`src/hdl/rtflex_pkg.sv`:
```
// ---------------------------------------------------------------------------
// RTF lexer package
// Shared token kinds, lexer modes, state and token records, and the small
// character helper functions used by the lexer step logic.
// ---------------------------------------------------------------------------
package rtflex_pkg;

    // Default width of the control word parameter accumulator.
    localparam int PARAM_BITS_DEFAULT = 32;

    // Token kinds.
    localparam logic [3:0] K_GRP_START = 4'd0;
    localparam logic [3:0] K_GRP_END   = 4'd1;
    localparam logic [3:0] K_TEXT      = 4'd2;
    localparam logic [3:0] K_TEXT_END  = 4'd3;
    localparam logic [3:0] K_LETTER    = 4'd4;
    localparam logic [3:0] K_WORD_END  = 4'd5;
    localparam logic [3:0] K_SYMBOL    = 4'd6;
    localparam logic [3:0] K_HEX       = 4'd7;
    localparam logic [3:0] K_BIN       = 4'd8;
    localparam logic [3:0] K_BIN_END   = 4'd9;
    localparam logic [3:0] K_EOF       = 4'd10;

    // Characters with a special meaning.
    localparam logic [7:0] CH_BSLASH = 8'h5C;
    localparam logic [7:0] CH_LBRACE = 8'h7B;
    localparam logic [7:0] CH_RBRACE = 8'h7D;
    localparam logic [7:0] CH_CR     = 8'h0D;
    localparam logic [7:0] CH_LF     = 8'h0A;
    localparam logic [7:0] CH_MINUS  = 8'h2D;
    localparam logic [7:0] CH_QUOTE  = 8'h27;
    localparam logic [7:0] CH_SPACE  = 8'h20;
    localparam logic [7:0] CH_ZERO   = 8'h30;

    // Largest binary run length.
    localparam logic [30:0] BIN_LEN_MAX = 31'h7FFF_FFFF;

    // Lexer modes, one-hot.
    typedef enum logic [9:0] {
        MODE_IDLE     = 10'b00_0000_0001,
        MODE_ESC      = 10'b00_0000_0010,
        MODE_WORD_BIN = 10'b00_0000_0100,
        MODE_WORD     = 10'b00_0000_1000,
        MODE_MINUS    = 10'b00_0001_0000,
        MODE_DIGITS   = 10'b00_0010_0000,
        MODE_HEX1     = 10'b00_0100_0000,
        MODE_HEX2     = 10'b00_1000_0000,
        MODE_BINDATA  = 10'b01_0000_0000,
        MODE_BINEND   = 10'b10_0000_0000
    } lex_mode_t;

    // Lexer state apart from the parameter accumulator.
    typedef struct packed {
        lex_mode_t   mode;
        logic        text_open;
        logic [1:0]  held;
        logic [1:0]  flush_idx;
        logic        dash_inject;
        logic        param_neg;
        logic        param_sat;
        logic [7:0]  hex_high;
        logic        hex_replay;
        logic [30:0] bin_rem;
    } lex_state_t;

    // One token element.
    typedef struct packed {
        logic [3:0]  kind;
        logic [7:0]  value;
        logic        has_param;
        logic [31:0] param_value;
        logic        param_overflow;
    } token_t;

    // Step control toward the handshake logic.
    typedef struct packed {
        logic emit;
        logic consume;
    } step_ctl_t;

    function automatic logic is_letter(input logic [7:0] b);
        return ((b >= 8'h61) && (b <= 8'h7A)) || ((b >= 8'h41) && (b <= 8'h5A));
    endfunction

    function automatic logic is_digit(input logic [7:0] b);
        return (b >= 8'h30) && (b <= 8'h39);
    endfunction

    // Bit 4 flags a valid hex digit, bits 3:0 hold its value.
    function automatic logic [4:0] hex_val(input logic [7:0] b);
        logic [7:0] d;
        d = 8'h00;
        if (is_digit(b)) begin
            d = b - 8'h30;
            return {1'b1, d[3:0]};
        end
        else if ((b >= 8'h61) && (b <= 8'h66)) begin
            d = b - 8'h57;
            return {1'b1, d[3:0]};
        end
        else if ((b >= 8'h41) && (b <= 8'h46)) begin
            d = b - 8'h37;
            return {1'b1, d[3:0]};
        end
        return 5'b0_0000;
    endfunction

    // Letters of the word bin, by position.
    function automatic logic [7:0] bin_letter(input logic [1:0] idx);
        case (idx)
            2'd0:    return 8'h62;
            2'd1:    return 8'h69;
            default: return 8'h6E;
        endcase
    endfunction

endpackage

```
`src/hdl/rtflex_step.sv`:
```
// ---------------------------------------------------------------------------
// RTF lexer step
// Combinational next-state logic: for the current byte and lexer state it
// gives at most one token, the next state, and whether the byte is used up.
// ---------------------------------------------------------------------------
module rtflex_step #(
    parameter int PARAM_BITS = rtflex_pkg::PARAM_BITS_DEFAULT
) (
    input  rtflex_pkg::lex_state_t cur,
    input  logic [PARAM_BITS-1:0]  accum,
    input  logic [7:0]             data_byte,
    input  logic                   end_of_data,
    output rtflex_pkg::lex_state_t nxt,
    output logic [PARAM_BITS-1:0]  accum_next,
    output rtflex_pkg::token_t     tok,
    output rtflex_pkg::step_ctl_t  ctl
);

    localparam int CW = (PARAM_BITS > 31) ? PARAM_BITS : 31;
    localparam logic [PARAM_BITS+3:0] PARAM_MAX =
        (PARAM_BITS+4)'((65'd1 << (PARAM_BITS - 1)) - 65'd1);

    logic [7:0]            b;
    logic                  eod;
    logic                  take;
    logic [7:0]            low;
    logic [3:0]            digit;
    logic [PARAM_BITS+3:0] prod;
    logic                  prod_over;
    logic [PARAM_BITS-1:0] signed_mag;
    logic [31:0]           pv32;
    logic [CW-1:0]         acc_w;
    logic [30:0]           bin_len;
    logic                  to_bin;
    logic                  flushing;
    logic [4:0]            hv_hi;
    logic [4:0]            hv_lo;

    // Operand selection and parameter arithmetic.
    always_comb
    begin
        b          = cur.hex_replay ? cur.hex_high : data_byte;
        eod        = end_of_data && !cur.hex_replay;
        low        = b | 8'h20;
        digit      = 4'(b - rtflex_pkg::CH_ZERO);
        prod       = ((PARAM_BITS+4)'(accum) << 3) + ((PARAM_BITS+4)'(accum) << 1)
                     + (PARAM_BITS+4)'(digit);
        prod_over  = cur.param_sat || (prod > PARAM_MAX);
        signed_mag = cur.param_neg ? (~accum + 1'b1) : accum;
        acc_w      = CW'(accum);
        bin_len    = (acc_w > CW'(rtflex_pkg::BIN_LEN_MAX)) ? rtflex_pkg::BIN_LEN_MAX
                                                             : acc_w[30:0];
        to_bin     = (cur.held == 2'd3) && !cur.param_neg && (|accum);
        flushing   = (cur.flush_idx != cur.held);
        hv_hi      = rtflex_pkg::hex_val(cur.hex_high);
        hv_lo      = rtflex_pkg::hex_val(b);
    end

    // Low 32 bits of the signed parameter.
    generate
        if (PARAM_BITS >= 32) begin : g_wide
            assign pv32 = signed_mag[31:0];
        end
        else begin : g_narrow
            assign pv32 = {{(32-PARAM_BITS){signed_mag[PARAM_BITS-1]}}, signed_mag};
        end
    endgenerate

    // One lexer step.
    always_comb
    begin
        nxt        = cur;
        accum_next = accum;
        tok        = '0;
        ctl.emit   = 1'b0;
        take       = 1'b0;

        if (cur.dash_inject) begin
            // A minus that did not start a parameter comes out as text.
            ctl.emit        = 1'b1;
            tok.kind        = rtflex_pkg::K_TEXT;
            tok.value       = rtflex_pkg::CH_MINUS;
            nxt.text_open   = 1'b1;
            nxt.dash_inject = 1'b0;
        end
        else if (cur.mode == rtflex_pkg::MODE_BINEND) begin
            ctl.emit = 1'b1;
            tok.kind = rtflex_pkg::K_BIN_END;
            nxt.mode = rtflex_pkg::MODE_IDLE;
            take     = 1'b1;
        end
        else if (eod) begin
            // End of stream: flush whatever is pending, then eof.
            case (cur.mode)
                rtflex_pkg::MODE_ESC:
                begin
                    ctl.emit      = 1'b1;
                    tok.kind      = rtflex_pkg::K_TEXT;
                    tok.value     = rtflex_pkg::CH_BSLASH;
                    nxt.text_open = 1'b1;
                    nxt.mode      = rtflex_pkg::MODE_IDLE;
                end
                rtflex_pkg::MODE_WORD_BIN, rtflex_pkg::MODE_WORD, rtflex_pkg::MODE_MINUS:
                begin
                    ctl.emit = 1'b1;
                    if (flushing) begin
                        tok.kind      = rtflex_pkg::K_LETTER;
                        tok.value     = rtflex_pkg::bin_letter(cur.flush_idx);
                        nxt.flush_idx = cur.flush_idx + 2'd1;
                    end
                    else begin
                        tok.kind        = rtflex_pkg::K_WORD_END;
                        nxt.held        = 2'd0;
                        nxt.flush_idx   = 2'd0;
                        nxt.dash_inject = (cur.mode == rtflex_pkg::MODE_MINUS);
                        nxt.mode        = rtflex_pkg::MODE_IDLE;
                    end
                end
                rtflex_pkg::MODE_DIGITS:
                begin
                    ctl.emit = 1'b1;
                    if (to_bin) begin
                        tok.kind = rtflex_pkg::K_BIN_END;
                        nxt.mode = rtflex_pkg::MODE_IDLE;
                    end
                    else if (flushing) begin
                        tok.kind      = rtflex_pkg::K_LETTER;
                        tok.value     = rtflex_pkg::bin_letter(cur.flush_idx);
                        nxt.flush_idx = cur.flush_idx + 2'd1;
                    end
                    else begin
                        tok.kind           = rtflex_pkg::K_WORD_END;
                        tok.has_param      = 1'b1;
                        tok.param_value    = pv32;
                        tok.param_overflow = cur.param_sat;
                        nxt.mode           = rtflex_pkg::MODE_IDLE;
                    end
                    if (to_bin || !flushing) begin
                        nxt.held      = 2'd0;
                        nxt.flush_idx = 2'd0;
                        nxt.param_neg = 1'b0;
                        nxt.param_sat = 1'b0;
                        accum_next    = '0;
                    end
                end
                rtflex_pkg::MODE_HEX1, rtflex_pkg::MODE_HEX2:
                begin
                    ctl.emit  = 1'b1;
                    tok.kind  = rtflex_pkg::K_SYMBOL;
                    tok.value = rtflex_pkg::CH_QUOTE;
                    nxt.mode  = rtflex_pkg::MODE_IDLE;
                end
                rtflex_pkg::MODE_BINDATA:
                begin
                    ctl.emit = 1'b1;
                    tok.kind = rtflex_pkg::K_BIN_END;
                    nxt.mode = rtflex_pkg::MODE_IDLE;
                end
                default:
                begin
                    ctl.emit = 1'b1;
                    if (cur.text_open) begin
                        tok.kind      = rtflex_pkg::K_TEXT_END;
                        nxt.text_open = 1'b0;
                    end
                    else begin
                        // Eof returns everything to the reset state.
                        tok.kind   = rtflex_pkg::K_EOF;
                        nxt        = '0;
                        nxt.mode   = rtflex_pkg::MODE_IDLE;
                        accum_next = '0;
                        take       = 1'b1;
                    end
                end
            endcase
        end
        else begin
            case (cur.mode)
                rtflex_pkg::MODE_ESC:
                begin
                    take = 1'b1;
                    if (rtflex_pkg::is_letter(b)) begin
                        nxt.flush_idx = 2'd0;
                        if (low == rtflex_pkg::bin_letter(2'd0)) begin
                            nxt.held = 2'd1;
                            nxt.mode = rtflex_pkg::MODE_WORD_BIN;
                        end
                        else begin
                            nxt.held  = 2'd0;
                            ctl.emit  = 1'b1;
                            tok.kind  = rtflex_pkg::K_LETTER;
                            tok.value = low;
                            nxt.mode  = rtflex_pkg::MODE_WORD;
                        end
                    end
                    else if (b == rtflex_pkg::CH_QUOTE) begin
                        nxt.mode = rtflex_pkg::MODE_HEX1;
                    end
                    else begin
                        ctl.emit  = 1'b1;
                        tok.kind  = rtflex_pkg::K_SYMBOL;
                        tok.value = b;
                        nxt.mode  = rtflex_pkg::MODE_IDLE;
                    end
                end
                rtflex_pkg::MODE_WORD_BIN, rtflex_pkg::MODE_WORD:
                begin
                    if (rtflex_pkg::is_letter(b)) begin
                        if ((cur.mode == rtflex_pkg::MODE_WORD_BIN) && (cur.held != 2'd3)
                            && (low == rtflex_pkg::bin_letter(cur.held))) begin
                            nxt.held = cur.held + 2'd1;
                            take     = 1'b1;
                        end
                        else if (flushing) begin
                            ctl.emit      = 1'b1;
                            tok.kind      = rtflex_pkg::K_LETTER;
                            tok.value     = rtflex_pkg::bin_letter(cur.flush_idx);
                            nxt.flush_idx = cur.flush_idx + 2'd1;
                        end
                        else begin
                            ctl.emit      = 1'b1;
                            tok.kind      = rtflex_pkg::K_LETTER;
                            tok.value     = low;
                            nxt.held      = 2'd0;
                            nxt.flush_idx = 2'd0;
                            nxt.mode      = rtflex_pkg::MODE_WORD;
                            take          = 1'b1;
                        end
                    end
                    else if (b == rtflex_pkg::CH_MINUS) begin
                        nxt.mode = rtflex_pkg::MODE_MINUS;
                        take     = 1'b1;
                    end
                    else if (rtflex_pkg::is_digit(b)) begin
                        nxt.param_neg = 1'b0;
                        nxt.param_sat = 1'b0;
                        accum_next    = PARAM_BITS'(digit);
                        nxt.mode      = rtflex_pkg::MODE_DIGITS;
                        take          = 1'b1;
                    end
                    else if (flushing) begin
                        ctl.emit      = 1'b1;
                        tok.kind      = rtflex_pkg::K_LETTER;
                        tok.value     = rtflex_pkg::bin_letter(cur.flush_idx);
                        nxt.flush_idx = cur.flush_idx + 2'd1;
                    end
                    else begin
                        // Bare word end; a space delimiter is eaten.
                        ctl.emit      = 1'b1;
                        tok.kind      = rtflex_pkg::K_WORD_END;
                        nxt.held      = 2'd0;
                        nxt.flush_idx = 2'd0;
                        nxt.mode      = rtflex_pkg::MODE_IDLE;
                        take          = (b == rtflex_pkg::CH_SPACE);
                    end
                end
                rtflex_pkg::MODE_MINUS:
                begin
                    if (rtflex_pkg::is_digit(b)) begin
                        nxt.param_neg = 1'b1;
                        nxt.param_sat = 1'b0;
                        accum_next    = PARAM_BITS'(digit);
                        nxt.mode      = rtflex_pkg::MODE_DIGITS;
                        take          = 1'b1;
                    end
                    else if (flushing) begin
                        ctl.emit      = 1'b1;
                        tok.kind      = rtflex_pkg::K_LETTER;
                        tok.value     = rtflex_pkg::bin_letter(cur.flush_idx);
                        nxt.flush_idx = cur.flush_idx + 2'd1;
                    end
                    else begin
                        ctl.emit        = 1'b1;
                        tok.kind        = rtflex_pkg::K_WORD_END;
                        nxt.held        = 2'd0;
                        nxt.flush_idx   = 2'd0;
                        nxt.dash_inject = 1'b1;
                        nxt.mode        = rtflex_pkg::MODE_IDLE;
                    end
                end
                rtflex_pkg::MODE_DIGITS:
                begin
                    if (rtflex_pkg::is_digit(b)) begin
                        take = 1'b1;
                        if (prod_over) begin
                            accum_next    = PARAM_BITS'(PARAM_MAX);
                            nxt.param_sat = 1'b1;
                        end
                        else begin
                            accum_next = prod[PARAM_BITS-1:0];
                        end
                    end
                    else if (to_bin) begin
                        // \binN: the next N bytes are raw data.
                        nxt.held      = 2'd0;
                        nxt.flush_idx = 2'd0;
                        nxt.bin_rem   = bin_len;
                        nxt.mode      = rtflex_pkg::MODE_BINDATA;
                        nxt.param_neg = 1'b0;
                        nxt.param_sat = 1'b0;
                        accum_next    = '0;
                        take          = (b == rtflex_pkg::CH_SPACE);
                    end
                    else if (flushing) begin
                        ctl.emit      = 1'b1;
                        tok.kind      = rtflex_pkg::K_LETTER;
                        tok.value     = rtflex_pkg::bin_letter(cur.flush_idx);
                        nxt.flush_idx = cur.flush_idx + 2'd1;
                    end
                    else begin
                        ctl.emit           = 1'b1;
                        tok.kind           = rtflex_pkg::K_WORD_END;
                        tok.has_param      = 1'b1;
                        tok.param_value    = pv32;
                        tok.param_overflow = cur.param_sat;
                        nxt.held           = 2'd0;
                        nxt.flush_idx      = 2'd0;
                        nxt.mode           = rtflex_pkg::MODE_IDLE;
                        nxt.param_neg      = 1'b0;
                        nxt.param_sat      = 1'b0;
                        accum_next         = '0;
                        take               = (b == rtflex_pkg::CH_SPACE);
                    end
                end
                rtflex_pkg::MODE_HEX1:
                begin
                    nxt.hex_high = b;
                    nxt.mode     = rtflex_pkg::MODE_HEX2;
                    take         = 1'b1;
                end
                rtflex_pkg::MODE_HEX2:
                begin
                    ctl.emit = 1'b1;
                    nxt.mode = rtflex_pkg::MODE_IDLE;
                    if (hv_hi[4] && hv_lo[4]) begin
                        tok.kind     = rtflex_pkg::K_HEX;
                        tok.value    = {hv_hi[3:0], hv_lo[3:0]};
                        nxt.hex_high = 8'h00;
                        take         = 1'b1;
                    end
                    else begin
                        // Bad escape: both bytes are lexed again, first one first.
                        tok.kind       = rtflex_pkg::K_SYMBOL;
                        tok.value      = rtflex_pkg::CH_QUOTE;
                        nxt.hex_replay = 1'b1;
                    end
                end
                rtflex_pkg::MODE_BINDATA:
                begin
                    ctl.emit    = 1'b1;
                    tok.kind    = rtflex_pkg::K_BIN;
                    tok.value   = b;
                    nxt.bin_rem = cur.bin_rem - 31'd1;
                    if (cur.bin_rem <= 31'd1) begin
                        nxt.bin_rem = 31'd0;
                        nxt.mode    = rtflex_pkg::MODE_BINEND;
                    end
                    else begin
                        take = 1'b1;
                    end
                end
                default:
                begin
                    nxt.mode = rtflex_pkg::MODE_IDLE;
                    if (cur.text_open) begin
                        ctl.emit = 1'b1;
                        if ((b == rtflex_pkg::CH_LBRACE) || (b == rtflex_pkg::CH_RBRACE)
                            || (b == rtflex_pkg::CH_BSLASH)) begin
                            tok.kind      = rtflex_pkg::K_TEXT_END;
                            nxt.text_open = 1'b0;
                        end
                        else if ((b == rtflex_pkg::CH_CR) || (b == rtflex_pkg::CH_LF)) begin
                            tok.kind      = rtflex_pkg::K_TEXT_END;
                            nxt.text_open = 1'b0;
                            take          = 1'b1;
                        end
                        else begin
                            tok.kind  = rtflex_pkg::K_TEXT;
                            tok.value = b;
                            take      = 1'b1;
                        end
                    end
                    else begin
                        take = 1'b1;
                        if (b == rtflex_pkg::CH_LBRACE) begin
                            ctl.emit = 1'b1;
                            tok.kind = rtflex_pkg::K_GRP_START;
                        end
                        else if (b == rtflex_pkg::CH_RBRACE) begin
                            ctl.emit = 1'b1;
                            tok.kind = rtflex_pkg::K_GRP_END;
                        end
                        else if (b == rtflex_pkg::CH_BSLASH) begin
                            nxt.mode = rtflex_pkg::MODE_ESC;
                        end
                        else if ((b != rtflex_pkg::CH_CR) && (b != rtflex_pkg::CH_LF)) begin
                            ctl.emit      = 1'b1;
                            tok.kind      = rtflex_pkg::K_TEXT;
                            tok.value     = b;
                            nxt.text_open = 1'b1;
                        end
                    end
                end
            endcase
        end

        // A replayed escape byte is used up without taking the input beat.
        ctl.consume = take && !cur.hex_replay;
        if (take && cur.hex_replay) begin
            nxt.hex_replay = 1'b0;
            nxt.hex_high   = 8'h00;
        end
    end

endmodule

```
`src/hdl/rtf_token_lexer.sv`:
```
// ---------------------------------------------------------------------------
// RTF token lexer
// Splits an RTF byte stream into group, text, control word, symbol, hex
// and binary token elements.
// ---------------------------------------------------------------------------
// A byte beat is taken into an input register and lexed one step of logic
// per cycle while no token waits on token_stall and no final token is held.
// A step yields at most one token, or changes mode silently, as when a
// parameter opens a binary run or a backslash from a bad hex escape is
// replayed. Plain text needs a single step per byte and streams at one byte
// per cycle. A byte needing more steps stays in the input register until
// its last step. If an earlier token of the byte waits, a token of that
// last step goes through a one-token hold register ahead of the output
// register, where its last flag is settled. Bursts reach about six tokens
// on a delimiter that flushes the held letters of b, i, n and replays
// bytes. While a token waits on token_stall, the input register still
// takes one byte beat. There are no memories and no clearing pass.
// ---------------------------------------------------------------------------
module rtf_token_lexer #(
    parameter int PARAM_BITS = rtflex_pkg::PARAM_BITS_DEFAULT
) (
    input  logic        clk,
    input  logic        rst_n,
    input  logic        byte_valid,
    output logic        byte_stall,
    input  logic [7:0]  data_byte,
    input  logic        end_of_data,
    output logic        token_valid,
    input  logic        token_stall,
    output logic [3:0]  kind,
    output logic [7:0]  value,
    output logic        has_param,
    output logic [31:0] param_value,
    output logic        param_overflow,
    output logic        last
);

    logic                   in_valid_reg;
    logic [7:0]             in_byte_reg;
    logic                   in_eod_reg;
    rtflex_pkg::lex_state_t st_reg;
    rtflex_pkg::lex_state_t st_next;
    logic [PARAM_BITS-1:0]  accum_reg;
    logic [PARAM_BITS-1:0]  accum_next;
    rtflex_pkg::token_t     step_tok;
    rtflex_pkg::step_ctl_t  step_ctl;
    logic                   hold_valid_reg;
    logic                   hold_final_reg;
    rtflex_pkg::token_t     hold_tok_reg;
    logic                   out_valid_reg;
    logic                   out_last_reg;
    rtflex_pkg::token_t     out_tok_reg;
    logic                   can_push;
    logic                   run;
    logic                   fire;
    logic                   push;
    logic                   push_last;
    rtflex_pkg::token_t     push_tok;
    logic                   hold_valid_next;
    logic                   hold_final_next;
    logic                   hold_load;

    rtflex_step #(
        .PARAM_BITS (PARAM_BITS)
    ) u_step (
        .cur         (st_reg),
        .accum       (accum_reg),
        .data_byte   (in_byte_reg),
        .end_of_data (in_eod_reg),
        .nxt         (st_next),
        .accum_next  (accum_next),
        .tok         (step_tok),
        .ctl         (step_ctl)
    );

    // Handshake control.
    assign can_push   = !out_valid_reg || !token_stall;
    assign run        = in_valid_reg && can_push && !hold_final_reg;
    assign fire       = run && step_ctl.consume;
    assign byte_stall = in_valid_reg && !fire;

    // Token routing between the step, the hold register and the output.
    always_comb
    begin
        push            = 1'b0;
        push_last       = 1'b0;
        push_tok        = hold_tok_reg;
        hold_valid_next = hold_valid_reg;
        hold_final_next = hold_final_reg;
        hold_load       = 1'b0;
        if (hold_final_reg) begin
            if (can_push) begin
                push            = 1'b1;
                push_last       = 1'b1;
                hold_valid_next = 1'b0;
                hold_final_next = 1'b0;
            end
        end
        else if (run) begin
            if (step_ctl.emit) begin
                if (hold_valid_reg) begin
                    push            = 1'b1;
                    hold_load       = 1'b1;
                    hold_valid_next = 1'b1;
                    hold_final_next = step_ctl.consume;
                end
                else if (step_ctl.consume) begin
                    push      = 1'b1;
                    push_last = 1'b1;
                    push_tok  = step_tok;
                end
                else begin
                    hold_load       = 1'b1;
                    hold_valid_next = 1'b1;
                end
            end
            else if (step_ctl.consume && hold_valid_reg) begin
                push            = 1'b1;
                push_last       = 1'b1;
                hold_valid_next = 1'b0;
            end
        end
    end

    // Control registers.
    always_ff @(posedge clk or negedge rst_n)
    begin
        if (!rst_n) begin
            in_valid_reg   <= 1'b0;
            hold_valid_reg <= 1'b0;
            hold_final_reg <= 1'b0;
            out_valid_reg  <= 1'b0;
            st_reg         <= '{mode: rtflex_pkg::MODE_IDLE, default: '0};
            accum_reg      <= '0;
        end
        else begin
            if (byte_valid && !byte_stall) begin
                in_valid_reg <= 1'b1;
            end
            else if (fire) begin
                in_valid_reg <= 1'b0;
            end
            hold_valid_reg <= hold_valid_next;
            hold_final_reg <= hold_final_next;
            if (push) begin
                out_valid_reg <= 1'b1;
            end
            else if (!token_stall) begin
                out_valid_reg <= 1'b0;
            end
            if (run) begin
                st_reg    <= st_next;
                accum_reg <= accum_next;
            end
        end
    end

    // Payload registers.
    always_ff @(posedge clk)
    begin
        if (byte_valid && !byte_stall) begin
            in_byte_reg <= data_byte;
            in_eod_reg  <= end_of_data;
        end
        if (hold_load) begin
            hold_tok_reg <= step_tok;
        end
        if (push) begin
            out_tok_reg  <= push_tok;
            out_last_reg <= push_last;
        end
    end

    assign token_valid    = out_valid_reg;
    assign kind           = out_tok_reg.kind;
    assign value          = out_tok_reg.value;
    assign has_param      = out_tok_reg.has_param;
    assign param_value    = out_tok_reg.param_value;
    assign param_overflow = out_tok_reg.param_overflow;
    assign last           = out_last_reg;

endmodule

```
`config.mk`:
```
export PLATFORM = sky130hd
export DESIGN_NAME = rtf_token_lexer
export DESIGN_NICKNAME = d
export VERILOG_FILES = /design/src/hdl/rtflex_pkg.sv /design/src/hdl/rtflex_step.sv /design/src/hdl/rtf_token_lexer.sv
export SDC_FILE = /design/constraint.sdc
export NUM_CORES = 1
export LEC_CHECK = 0
export BUFFER_PORTS_ARGS = -buffer_cell sky130_fd_sc_hd__clkbuf_2
export CORE_ASPECT_RATIO = 0.5
export CORE_UTILIZATION = 55
export CTS_BUF_LIST = sky130_fd_sc_hd__clkbuf_16
export CTS_CLUSTER_SIZE = 16
export DETAILED_ROUTE_END_ITERATION = 10
export PLACE_DENSITY = 0.7
export SLEW_MARGIN = 20
export SYNTH_ARGS = -nofsm -noshare
export SYNTH_HDL_FRONTEND = slang
export SYNTH_SLANG_ARGS = --single-unit
```
`constraint.sdc`:
```
create_clock -name clk -period 23.4 [get_ports clk]
set_input_delay 1.17 -clock clk [delete_from_list [all_inputs] [get_ports clk]]
set_output_delay 1.17 -clock clk [all_outputs]
set_load 0.005 [all_outputs]
```
-- Word level (Yosys, flattened, before mapping)
Index checks and enable logic that the tools add are counted.
- equality and inequality tests: 67
- reductions and logical operators: 70
- order comparisons: 17
- bitwise operators: 3
- mux-type cells: 231
- add/sub/neg operators: 12
- operators with widths (kind ; number):
    two-way mux 32 bit ; 11
    two-way mux 46 bit ; 7
    two-way mux 47 bit ; 4
    two-way mux 10 bit ; 14
    two-way mux 34 bit ; 4
    two-way mux 31 bit ; 4
    two-way mux 12 bit ; 8
    two-way mux 8 bit ; 12
    case mux 32 bit (3 select lines) ; 1
    two-way mux 1 bit ; 88
    two-way mux 11 bit ; 8
    case mux 12 bit (7 select lines) ; 1
    two-way mux 40 bit ; 2
    case mux 10 bit (7 select lines) ; 1
    case mux 32 bit (2 select lines) ; 1
    case mux 31 bit (2 select lines) ; 1
    two-way mux 58 bit ; 1
    two-way mux 5 bit ; 11
    two-way mux 4 bit ; 13
    less-or-equal comparator 8 x 7 -> 1 bit (second input constant) ; 6
    two-way mux 48 bit ; 1
    two-way mux 45 bit ; 1
    two-way mux 42 bit ; 1
    two-way mux 41 bit ; 1
    85 further kinds ; 198
- output and inout port bits: 49
- input port bits: 13
- register bits after elaboration: 196
- logic and storage cells: 428

-- Logic depth before layout (Yosys ltp)
Gate-level depths: netlist of run 1.
- word-level depth: 24
- mapped depth: 17
- gate-level depth less buffers: 14

-- By module
A second synthesis of run 1 with hierarchy kept.
- cell total of the unflattened synthesis: 1810
- area total of the unflattened synthesis: 16141.7 um2
- by module, submodules not included (module ; times used ; cells an instance ; sequential area each (um2) ; area each (um2)):
    rtflex_step ; 1 ; 1435 ; 0.0 ; 8916.1
    rtf_token_lexer ; 1 ; 375 ; 5416.4 ; 7225.7

-- Worst setup path before layout of run 1
OpenSTA, ideal clock, no wires.
- kind: flip-flop to flip-flop
- from: register st_reg[31] (netlist name)
- to: register out_tok_reg (netlist bit has_param), enable pin
- required time: 22863 ps
- clock period less this slack: 7482 ps
- path buffers: 1
- cell stages (with the launch flop): 13
- setup time: 537 ps
- arrival: 6945 ps
- path slack: 15918 ps
- cell sequence: dfrtp_1 > clkbuf_1 > mux2i_1 > inv_1 > ha_1 > or2_2 > a21oi_1 > nor2_1 > or3_1 > a2bb2oi_1 > a31oi_1 > o21ai_0 > a311oi_1
- longest elaborated chain between the ends: 19
- elaborated cells between the ends (all ways): 78
- classes of those cells: order compare (8); eq/ne (10); mux (45); reduce/logical (15)
- ends and longest elaborated chain (item ; line ; text):
    start: declaration ; rtf_token_lexer.sv:41 ; rtflex_pkg::lex_state_t st_reg;
    start signal: assignment ; rtf_token_lexer.sv:152 ; st_reg <= st_next;
    two-way mux 8 bit ; rtflex_step.sv:42 ; b = cur.hex_replay ? cur.hex_high : data_byte;
    greater-or-equal comparator 8 x 7 -> 1 bit or less-or-equal comparator 8 x 7 -> 1 bit (tied branches) ; rtflex_pkg.sv:82, rtflex_pkg.sv:101 ;
    logical AND 1 bit ; rtflex_pkg.sv:101 ; else if ((b >= 8'h41) && (b <= 8'h46)) begin
    two-way mux 1 bit ; rtflex_pkg.sv:101 ;
    two-way mux 1 bit ; rtflex_pkg.sv:97 ; else if ((b >= 8'h61) && (b <= 8'h66)) begin
    two-way mux 1 bit ; rtflex_pkg.sv:93 ; if (is_digit(b)) begin
    two-way mux 5 bit ; rtflex_pkg.sv:105 ; return 5'b0_0000;
    logical AND 1 bit ; rtflex_step.sv:335 ; if (hv_hi[4] && hv_lo[4]) begin
    [... 4 more ...] ; -- ;
    two-way mux 1 bit ; rtflex_step.sv:78 ; if (cur.dash_inject) begin
    logical AND 1 bit ; rtflex_step.sv:408 ; ctl.consume = take && !cur.hex_replay;
    two-way mux 1 bit or logical AND 1 bit (tied branches) ; rtf_token_lexer.sv:107, rtf_token_lexer.sv:117 ;
    two-way mux 1 bit, on equally long branches ; rtf_token_lexer.sv:101, rtf_token_lexer.sv:117 ;
    two-way mux 1 bit (*) ; rtf_token_lexer.sv:100 ; if (step_ctl.emit) begin
    two-way mux 1 bit (*) ; rtf_token_lexer.sv:99 ; else if (run) begin
    two-way mux 1 bit (*) ; rtf_token_lexer.sv:91 ; if (hold_final_reg) begin
    named net push ; rtf_token_lexer.sv:56 ; logic push;
    end signal: assignment ; rtf_token_lexer.sv:169 ; out_tok_reg <= push_tok;
    end: declaration ; rtf_token_lexer.sv:52 ; rtflex_pkg::token_t out_tok_reg;
The timed path passes the listed nets; every way through them passes the cells marked *.
A chain may end at the register's enable or synchronous reset.

-- Final worst setup path of run 1
- from: register st_reg[31] (netlist name)
- to: output port byte_stall
- longest elaborated chain between the ends: 17
- elaborated cells between the ends (all ways): 52
- classes of those cells: order compare (8); eq/ne (6); mux (22); reduce/logical (16)
- ends and longest elaborated chain (item ; line ; text):
    two-way mux 8 bit ; rtflex_step.sv:42 ;
    greater-or-equal comparator 8 x 7 -> 1 bit or less-or-equal comparator 8 x 7 -> 1 bit (tied branches) ; rtflex_pkg.sv:82, rtflex_pkg.sv:101 ;
    logical AND 1 bit ; rtflex_pkg.sv:101 ;
    two-way mux 1 bit ; rtflex_pkg.sv:101 ;
    two-way mux 1 bit ; rtflex_pkg.sv:97 ;
    two-way mux 1 bit ; rtflex_pkg.sv:93 ;
    two-way mux 5 bit ; rtflex_pkg.sv:105 ;
    logical AND 1 bit ; rtflex_step.sv:335 ;
    two-way mux 1 bit ; rtflex_step.sv:335 ;
    case mux 1 bit (6 select lines) ; rtflex_step.sv:178 ; case (cur.mode)
    two-way mux 1 bit ; rtflex_step.sv:92 ; else if (eod) begin
    two-way mux 1 bit ; rtflex_step.sv:86 ; else if (cur.mode == rtflex_pkg::MODE_BINEND) begin
    two-way mux 1 bit ; rtflex_step.sv:78 ;
    logical AND 1 bit (*) ; rtflex_step.sv:408 ;
    logical AND 1 bit (*) ; rtf_token_lexer.sv:79 ; assign fire = run && step_ctl.consume;
    zero test 1 bit (*) ; rtf_token_lexer.sv:80 ; assign byte_stall = in_valid_reg && !fire;
    logical AND 1 bit (*) ; rtf_token_lexer.sv:80 ;
    end: declaration ; rtf_token_lexer.sv:25 ; output logic byte_stall,
Every way passes the cells marked *; elsewhere a longest branch is shown, timed or not.

==> results of run 1 <==
==> critical path: stages, from the launching register on <==
cell and delay [ns]:
dfrtp_1 0.33, buf_4 0.31, mux2i_1 0.43, inv_1 0.26
ha_1 0.32, or2_2 0.31, a21oi_1 0.20, nor2_1 0.21
o211ai_1 0.43, nand3_1 0.14, or4b_1 0.64, and2_1 0.26
nand2_1 0.15, and2_1 0.14, clkbuf_2 0.10
==> layout make-up <==
| cell class | count | area share [%] |
|---|---|---|
| multi-input combinational | 1209 | 52.9 |
| sequential | 196 | 36.1 |
| timing repair buffer | 86 | 3.32 |
| clock buffer | 17 | 2.83 |
| tap | 336 | 2.80 |
| clock inverter | 15 | 1.38 |
| inverter | 30 | 0.750 |
==> power groups by stage <==
stage / registers, µW / clock network (µW) / logic, µW
3_5_place_dp: 662 / 0 / 1180
6_report: 658 / 326 / 1210
4_1_cts: 657 / 330 / 1190
5_1_grt: 675 / 341 / 1340
2_1_floorplan: 627 / 0 / 868
3_3_place_gp: 654 / 0 / 1150
==> cell families after synthesis <==
kind of cell / count (synthesis) / synth area share [%]
flops: 196 / 39.3
simple gates: 487 / 17.4
fa+ha+maj: 83 / 7.64
buf+inv: 122 / 3.46
compound gates: 514 / 23.4
xor+xnor: 70 / 4.45
mux: 55 / 4.44
==> through the flow <==
stage / utilization, % / total power, µW / setup WS, ns / std cells
global placement: 59.2 / 1810 / 18.25 / 1857
floorplan: - / 1500 / 15.92 / 1527
CTS: 61.9 / 2170 / 17.56 / 1889
detailed placement: 59.2 / 1840 / 18.09 / 1857
finish: 61.9 / 2190 / 17.52 / 1889
global route: 61.9 / 2350 / 17.14 / 1889
==> metal layers <==
layer	vias up	part of all wire, %
met5	-	0
met4	0	3.6
met3	108	7.7
met2	598	44
met1	6189	45
li1	5768	-
==> how the worst min path moves through the flow <==
stage	to	start	slack [ns]
after floorplan	st_reg[10]	st_reg[10]	0.46
after global placement	st_reg[10]	st_reg[10]	0.48
after detailed placement	st_reg[7]	st_reg[7]	0.49
after CTS	st_reg[7]	st_reg[7]	0.51
after global routing	st_reg[5]	st_reg[5]	0.54
final	st_reg[7]	st_reg[7]	0.51
==> layout by cell type, fill, tap and decap left out, types with 9 or more instances in the layout <==
master / n
nand2b_1: 17
nor2_1: 142
a21o_1: 13
or2_2: 12
nand3_1: 42
and2_1: 13
o211ai_1: 14
xor2_1: 45
dfrtp_1: 93
ha_1: 81
nor4_1: 15
nor3_1: 40
xnor2_1: 25
a21oi_1: 93
nor2b_1: 9
a31oi_1: 57
clkbuf_2: 60
mux2_2: 38
nand4_1: 10
edfxtp_1: 102
o31ai_1: 28
and3_1: 15
o21ai_0: 182
a22o_1: 23
inv_1: 29
clkbuf_16: 17
buf_4: 25
nand2_1: 118
o22ai_1: 10
or3_1: 13
==> results.sh, run 1 <==
export IMPL_p_leak_uw=0.00594
export IMPL_end_kind="primary output"
export IMPL_startpoint="st_reg[31]"
export IMPL_whs_path_depth=1
export IMPL_worstMarginPinSlew_ns=1.06
export IMPL_path_max_fanout=32
export IMPL_regArea_mm2=0.00542
export IMPL_top_usage_layer="met2"
export IMPL_yosysMostFrequentCell="o21ai_0"
export IMPL_cp_arrival_ns=4.71
export IMPL_clkPwrFrac_pct=14.9
export IMPL_layout_drive_gt1_share_pct=12.6
export IMPL_wl_per_cell_um=22.8
export IMPL_synth_distinct_cells=86
export IMPL_switching_share_pct=47.5
export IMPL_p_comb_share_pct=55.1
export IMPL_coreArea_mm2=0.0243
export IMPL_die_y_um=114
export IMPL_antenna_found_initial=0
export IMPL_grt_pass1_wl_um=68100
export IMPL_tns_ns=0
export IMPL_hold_violations=0
export IMPL_clk_latency_ns=0.47
export IMPL_placed_cell_area_mm2=0.0144
export IMPL_finish_instance_area_mm2=0.0150
export IMPL_synth_edf_count=102
export IMPL_postSynth_asyncResetShare_pct=48.0
export IMPL_yosysTopAreaCellShare_pct=22.2
export IMPL_largest_reg_flops=58
export IMPL_rsz0062_at_grt="no"
export IMPL_hp_class="reg2reg"
export IMPL_ant_nets=0
export IMPL_max_vdd_ir_drop_uv=122
export IMPL_num_rows=40
export IMPL_drc=0
export IMPL_ys_ff_latch=196
export IMPL_switchingPower_uw=1040
export IMPL_syn_nets=1623
export IMPL_critical_path_class="reg2out"
export IMPL_hpwl_um=31300
export IMPL_firstDrtPassIters=7
export IMPL_cts_made_buffers=17
export IMPL_reg2regPathDepth=15
export IMPL_setup_viol=0
export IMPL_syn_inst=1527
export IMPL_ctsResizeCount=0
export IMPL_num_vias=12663
export IMPL_syn_area_mm2=0.0138
export IMPL_cts_setup_buffers=0
export IMPL_reg2reg_slack_ns=18.11
export IMPL_dieArea_mm2=0.0257
export IMPL_grt_total_usage_pct=34.3
export IMPL_cts_sinks=196
export IMPL_avgSynthCellArea_um2=9.03
export IMPL_p_int_uw=1150
export IMPL_grt_ovfl_total=0
export IMPL_drtIter0Drc=1398
export IMPL_grt_max_degree=82
export IMPL_holdWs_ns=0.510
export IMPL_routabilityCongestion=1.06
export IMPL_routed_wl_um=43000
export IMPL_outcome="complete, no violations"
export IMPL_die_x_um=226
export IMPL_synthToLayoutAreaGrowth_pct=8.95
export IMPL_netlist_top_cells_count="o21ai_0, nor2_1, nand2_1, edfxtp_1, a21oi_1"
export IMPL_ios=62
export IMPL_vias_per_cell=6.70
export IMPL_fin_crit_ns=5.88
export IMPL_num_fill_cells=2093
export IMPL_critPathCapture="byte_stall"
export IMPL_synth_main_ff_cell="edfxtp_1"
export IMPL_portBuffers=61
export IMPL_grt_pass1_vias=12107
export IMPL_pwr_share_seq_pct=30.1
export IMPL_synthTopCellsByArea="edfxtp_1, dfrtp_1, ha_1"
export IMPL_fin_crit_sh_pct=25.1
export IMPL_ys_warn_count=0
export IMPL_timing_rr_start="st_reg[31]"
export IMPL_finalClockSkew_ns=0.0144
export IMPL_max_cap_viol_count=0
export IMPL_r2r_end="accum_reg[0]"
export IMPL_h_tree_depth=4
export IMPL_max_freq_mhz=170
export IMPL_ctsHoldBuffers=0
export IMPL_ys_seq_area_share_pct=39.3
export IMPL_initial_core_util_pct=56.8
export IMPL_nNetsFinal=1636
export IMPL_max_slew_margin_rel_pct=29.4
export IMPL_cts_root_buf="clkbuf_16"
export IMPL_grt_util_met3_pct=6.08
export IMPL_met1_usage_pct=48.0
export IMPL_cts_buffer_depth=2
export IMPL_multi_input_area_mm2=0.00794
export IMPL_n_antenna_cell=0
export IMPL_cts_tree="built"
export IMPL_cts_clk_slew_worst_paths_ns=0.08
export IMPL_grt_util_met2_pct=53.5
export IMPL_power_density_mw_per_mm2=146
export IMPL_start_kind="flip-flop"
export IMPL_finalMaxSlewViolations=0
export IMPL_yosysTopAreaCell="edfxtp_1"
export IMPL_crit_required_ns=22.23
Note: power is estimated with default switching activity, not from simulation.
==> run 2: changes to the inputs <==
--- a/config.mk
+++ b/config.mk
@@ -5,13 +5,14 @@
 export SDC_FILE = /design/constraint.sdc
 export NUM_CORES = 1
 export LEC_CHECK = 0
+export ABC_AREA = 1
 export BUFFER_PORTS_ARGS = -buffer_cell sky130_fd_sc_hd__clkbuf_2
 export CORE_ASPECT_RATIO = 0.5
 export CORE_UTILIZATION = 55
 export CTS_BUF_LIST = sky130_fd_sc_hd__clkbuf_16
 export CTS_CLUSTER_SIZE = 16
 export DETAILED_ROUTE_END_ITERATION = 10
-export PLACE_DENSITY = 0.7
+export PLACE_DENSITY = 0.73
 export SLEW_MARGIN = 20
 export SYNTH_ARGS = -nofsm -noshare
 export SYNTH_HDL_FRONTEND = slang
==> constraint.sdc (replaced) <==
create_clock -name clk -period 5.3 [get_ports clk]
set_input_delay 0.265 -clock clk [delete_from_list [all_inputs] [get_ports clk]]
set_output_delay 0.265 -clock clk [all_outputs]
set_load 0.005 [all_outputs]
==> results.sh, run 2 <==
export IMPL_yosysMostFrequentCell="nand2_1"
export IMPL_coreArea_mm2=0.0264
export IMPL_tns_ns=0
export IMPL_max_cap_viol_count=0
export IMPL_postSynth_asyncResetShare_pct=48.0
export IMPL_ys_ff_latch=196
export IMPL_crit_required_ns=5.64
export IMPL_start_kind="flip-flop"
export IMPL_syn_inst=1979
export IMPL_grt_ovfl_total=0
export IMPL_power_density_mw_per_mm2=619
export IMPL_hp_class="in2reg"
export IMPL_netlist_top_cells_count="nand2_1, nor2_1, inv_1, a21oi_1, nand3_1"
export IMPL_syn_area_mm2=0.0148
export IMPL_ios=62
export IMPL_worstMarginPinSlew_ns=0.924
export IMPL_total_power_uw=9960
export IMPL_violations="design-rule violations"
export IMPL_grt_pass1_wl_um=72100
export IMPL_cp_arrival_ns=4.66
export IMPL_placed_cell_area_mm2=0.0153
export IMPL_synth_main_ff_cell="edfxtp_1"
export IMPL_h_tree_depth=4
export IMPL_cts_sinks=196
export IMPL_path_common_cell="nand2_1"
export IMPL_ys_seq_area_share_pct=36.6
export IMPL_die_y_um=118
export IMPL_synthTopCellsByArea="edfxtp_1, dfrtp_1, nand2_1"
export IMPL_ys_warn_count=0
export IMPL_outcome="complete, but fails checks"
export IMPL_max_slew_margin_rel_pct=37.9
export IMPL_portBuffers=61
export IMPL_rsz0062_at_grt="no"
export IMPL_critical_path_class="reg2reg"
export IMPL_fin_crit_sh_pct=81.6
export IMPL_num_rows=42
export IMPL_dpl_worst_slack_ns=0.768
export IMPL_yosysTopAreaCellShare_pct=20.7
export IMPL_cpMaxStageDelayCell="dfrtp_1"
export IMPL_crit_chain="buf_4 -> nand2_1 -> nand2_1 -> fa_1 -> fa_1 -> nand3_1 -> nand2_1 -> a21oi_1 -> o21ai_1 -> nand2_1 -> nand2_1 -> nand2_1 -> nand3_1 -> nor2_1 -> nand3_1 -> buf_4 -> nand2_1 -> nand2_1 -> nand2_1 -> o21ai_0"
export IMPL_crit_buf_inv=2
export IMPL_avgSynthCellArea_um2=7.48
export IMPL_ctsResizeCount=0
export IMPL_antenna_found_initial=0
export IMPL_routed_wl_um=45000
export IMPL_layout_commonest_cell="nand2_1"
export IMPL_max_vdd_ir_drop_uv=349
export IMPL_drc=2
export IMPL_cts_root_buf="clkbuf_16"
export IMPL_setup_slack_ns=0.978
export IMPL_dieArea_mm2=0.0276
export IMPL_finalMaxSlewViolations=0
export IMPL_hold_violations=0
export IMPL_end_kind="flip-flop"
export IMPL_drtIter0Drc=1319
export IMPL_n_antenna_cell=0
export IMPL_num_vias=14080
export IMPL_die_x_um=234
export IMPL_routabilityCongestion=1.01
export IMPL_synth_distinct_cells=66
export IMPL_placed_cells=2350
export IMPL_finalClockSkew_ns=0.0151
export IMPL_nNetsFinal=2124
export IMPL_hpwl_um=34200
export IMPL_firstDrtPassIters=8
export IMPL_wl_per_cell_um=18.8
export IMPL_cp_slowest_stage_delay_ns=0.63
export IMPL_syn_nets=2075
export IMPL_cts_buffer_depth=2
export IMPL_layout_common_cells="nand2_1, nor2_1, inv_1, a21oi_1, nand3_1"
export IMPL_fin_crit_ns=4.32
export IMPL_cts_tree="built"
export IMPL_largest_reg_flops=58
export IMPL_grt_pass1_vias=13318
export IMPL_cts_clk_slew_worst_paths_ns=0.08
export IMPL_yosysTopAreaCell="edfxtp_1"
export IMPL_max_freq_mhz=231
export IMPL_vias_per_cell=5.88
export IMPL_fin_cells=2393
export IMPL_synthToLayoutAreaGrowth_pct=8.58
export IMPL_grt_total_usage_pct=33.5
export IMPL_finish_instance_area_mm2=0.0161
export IMPL_ant_nets=0
export IMPL_cts_made_buffers=17
export IMPL_clk_latency_ns=0.47
export IMPL_initial_core_util_pct=56.0
export IMPL_cts_setup_buffers=0
export IMPL_synth_edf_count=102
export IMPL_layout_drive_gt1_share_pct=9.60
export IMPL_grt_max_degree=59
export IMPL_critPathTopFamily="simple AND/OR/NAND/NOR gates"
export IMPL_setup_viol=0
export IMPL_p_leak_uw=0.00759
export IMPL_path_max_fanout=27
## run 2: cell count changes in the layout (fill, tap and decap cells not counted), sizes merged, moves of 17 or more
| cell | delta |
|---|---|
| a22o | -23 |
| nand4 | +29 |
| nand2 | +379 |
| inv | +177 |
| nand3 | +89 |
| o21ai | -37 |
| nand2b | -17 |
| mux2 | -46 |
| a21oi | +53 |
| o22ai | +23 |
| o31ai | -24 |
| a31oi | -45 |
| xor2 | +18 |
| nor2 | +88 |
## run 2: worst min-delay path: stages
cell and delay [ns]:
clkbuf_2 0.07, inv_1 0.04, nand2_1 0.05
## run 2: final timing paths
kind                                        from            to  slack (ns)  cells after the start
worst max-delay path                  st_reg[31]  accum_reg[3]        0.98                     20
worst min-delay path                  byte_valid  in_valid_reg        0.01                      3
worst max register to register        st_reg[31]  accum_reg[3]        0.98                     20
min in group asynchronous                  rst_n    st_reg[31]        0.43                      2
worst min register to register  hold_tok_reg[38]      value[4]        0.51                      2
max in group asynchronous                  rst_n    st_reg[15]        3.84                      3
## run 2: cells by family after synthesis
family	after synthesis	share of synthesized area, %
flip-flops	196	36.6
AND/OR/NAND/NOR	962	29.1
XOR/XNOR	75	4.44
buffers and inverters	269	7.80
AO/OA/AOI/OAI	394	14.9
adder cells (fa/ha/maj)	83	7.12
## run 2: layout make-up
type	instances	area, µm²
sequential	196	5420
clock buffer	17	425
fill	2445	10400
multi-input combinational	1514	8240
inverter	210	805
tap	352	440
timing repair buffer	89	556
clock inverter	15	196
## run 2: report_power, final
group | switching [µW] | internal, µW | leakage [µW]
Combinational | 3830 | 1740 | 0.00506
Clock | 730 | 658 | 0.000301
Sequential | 466 | 2540 | 0.00223
Total | 5020 | 4930 | 0.00759
## run 2: through the flow
stage                     hold slack (ns)  utilization (%)
after floorplan                   -0.0306                -
after global placement              0.402             58.0
after detailed placement            0.407             58.0
after CTS                          0.0130             60.7
after global routing               0.0528             60.8
final                              0.0141             60.8
## run 2: layer usage
layer,track usage (%),share of wire (%)
met5,0,0
met4,11.6,3.2
met3,4.80,6.2
met2,53.1,45
met1,46.7,45
## run 2: repair_timing
item                       CTS  global route
setup endpoints to repair    0             0
hold endpoints to repair    65             0
hold buffers                10             0
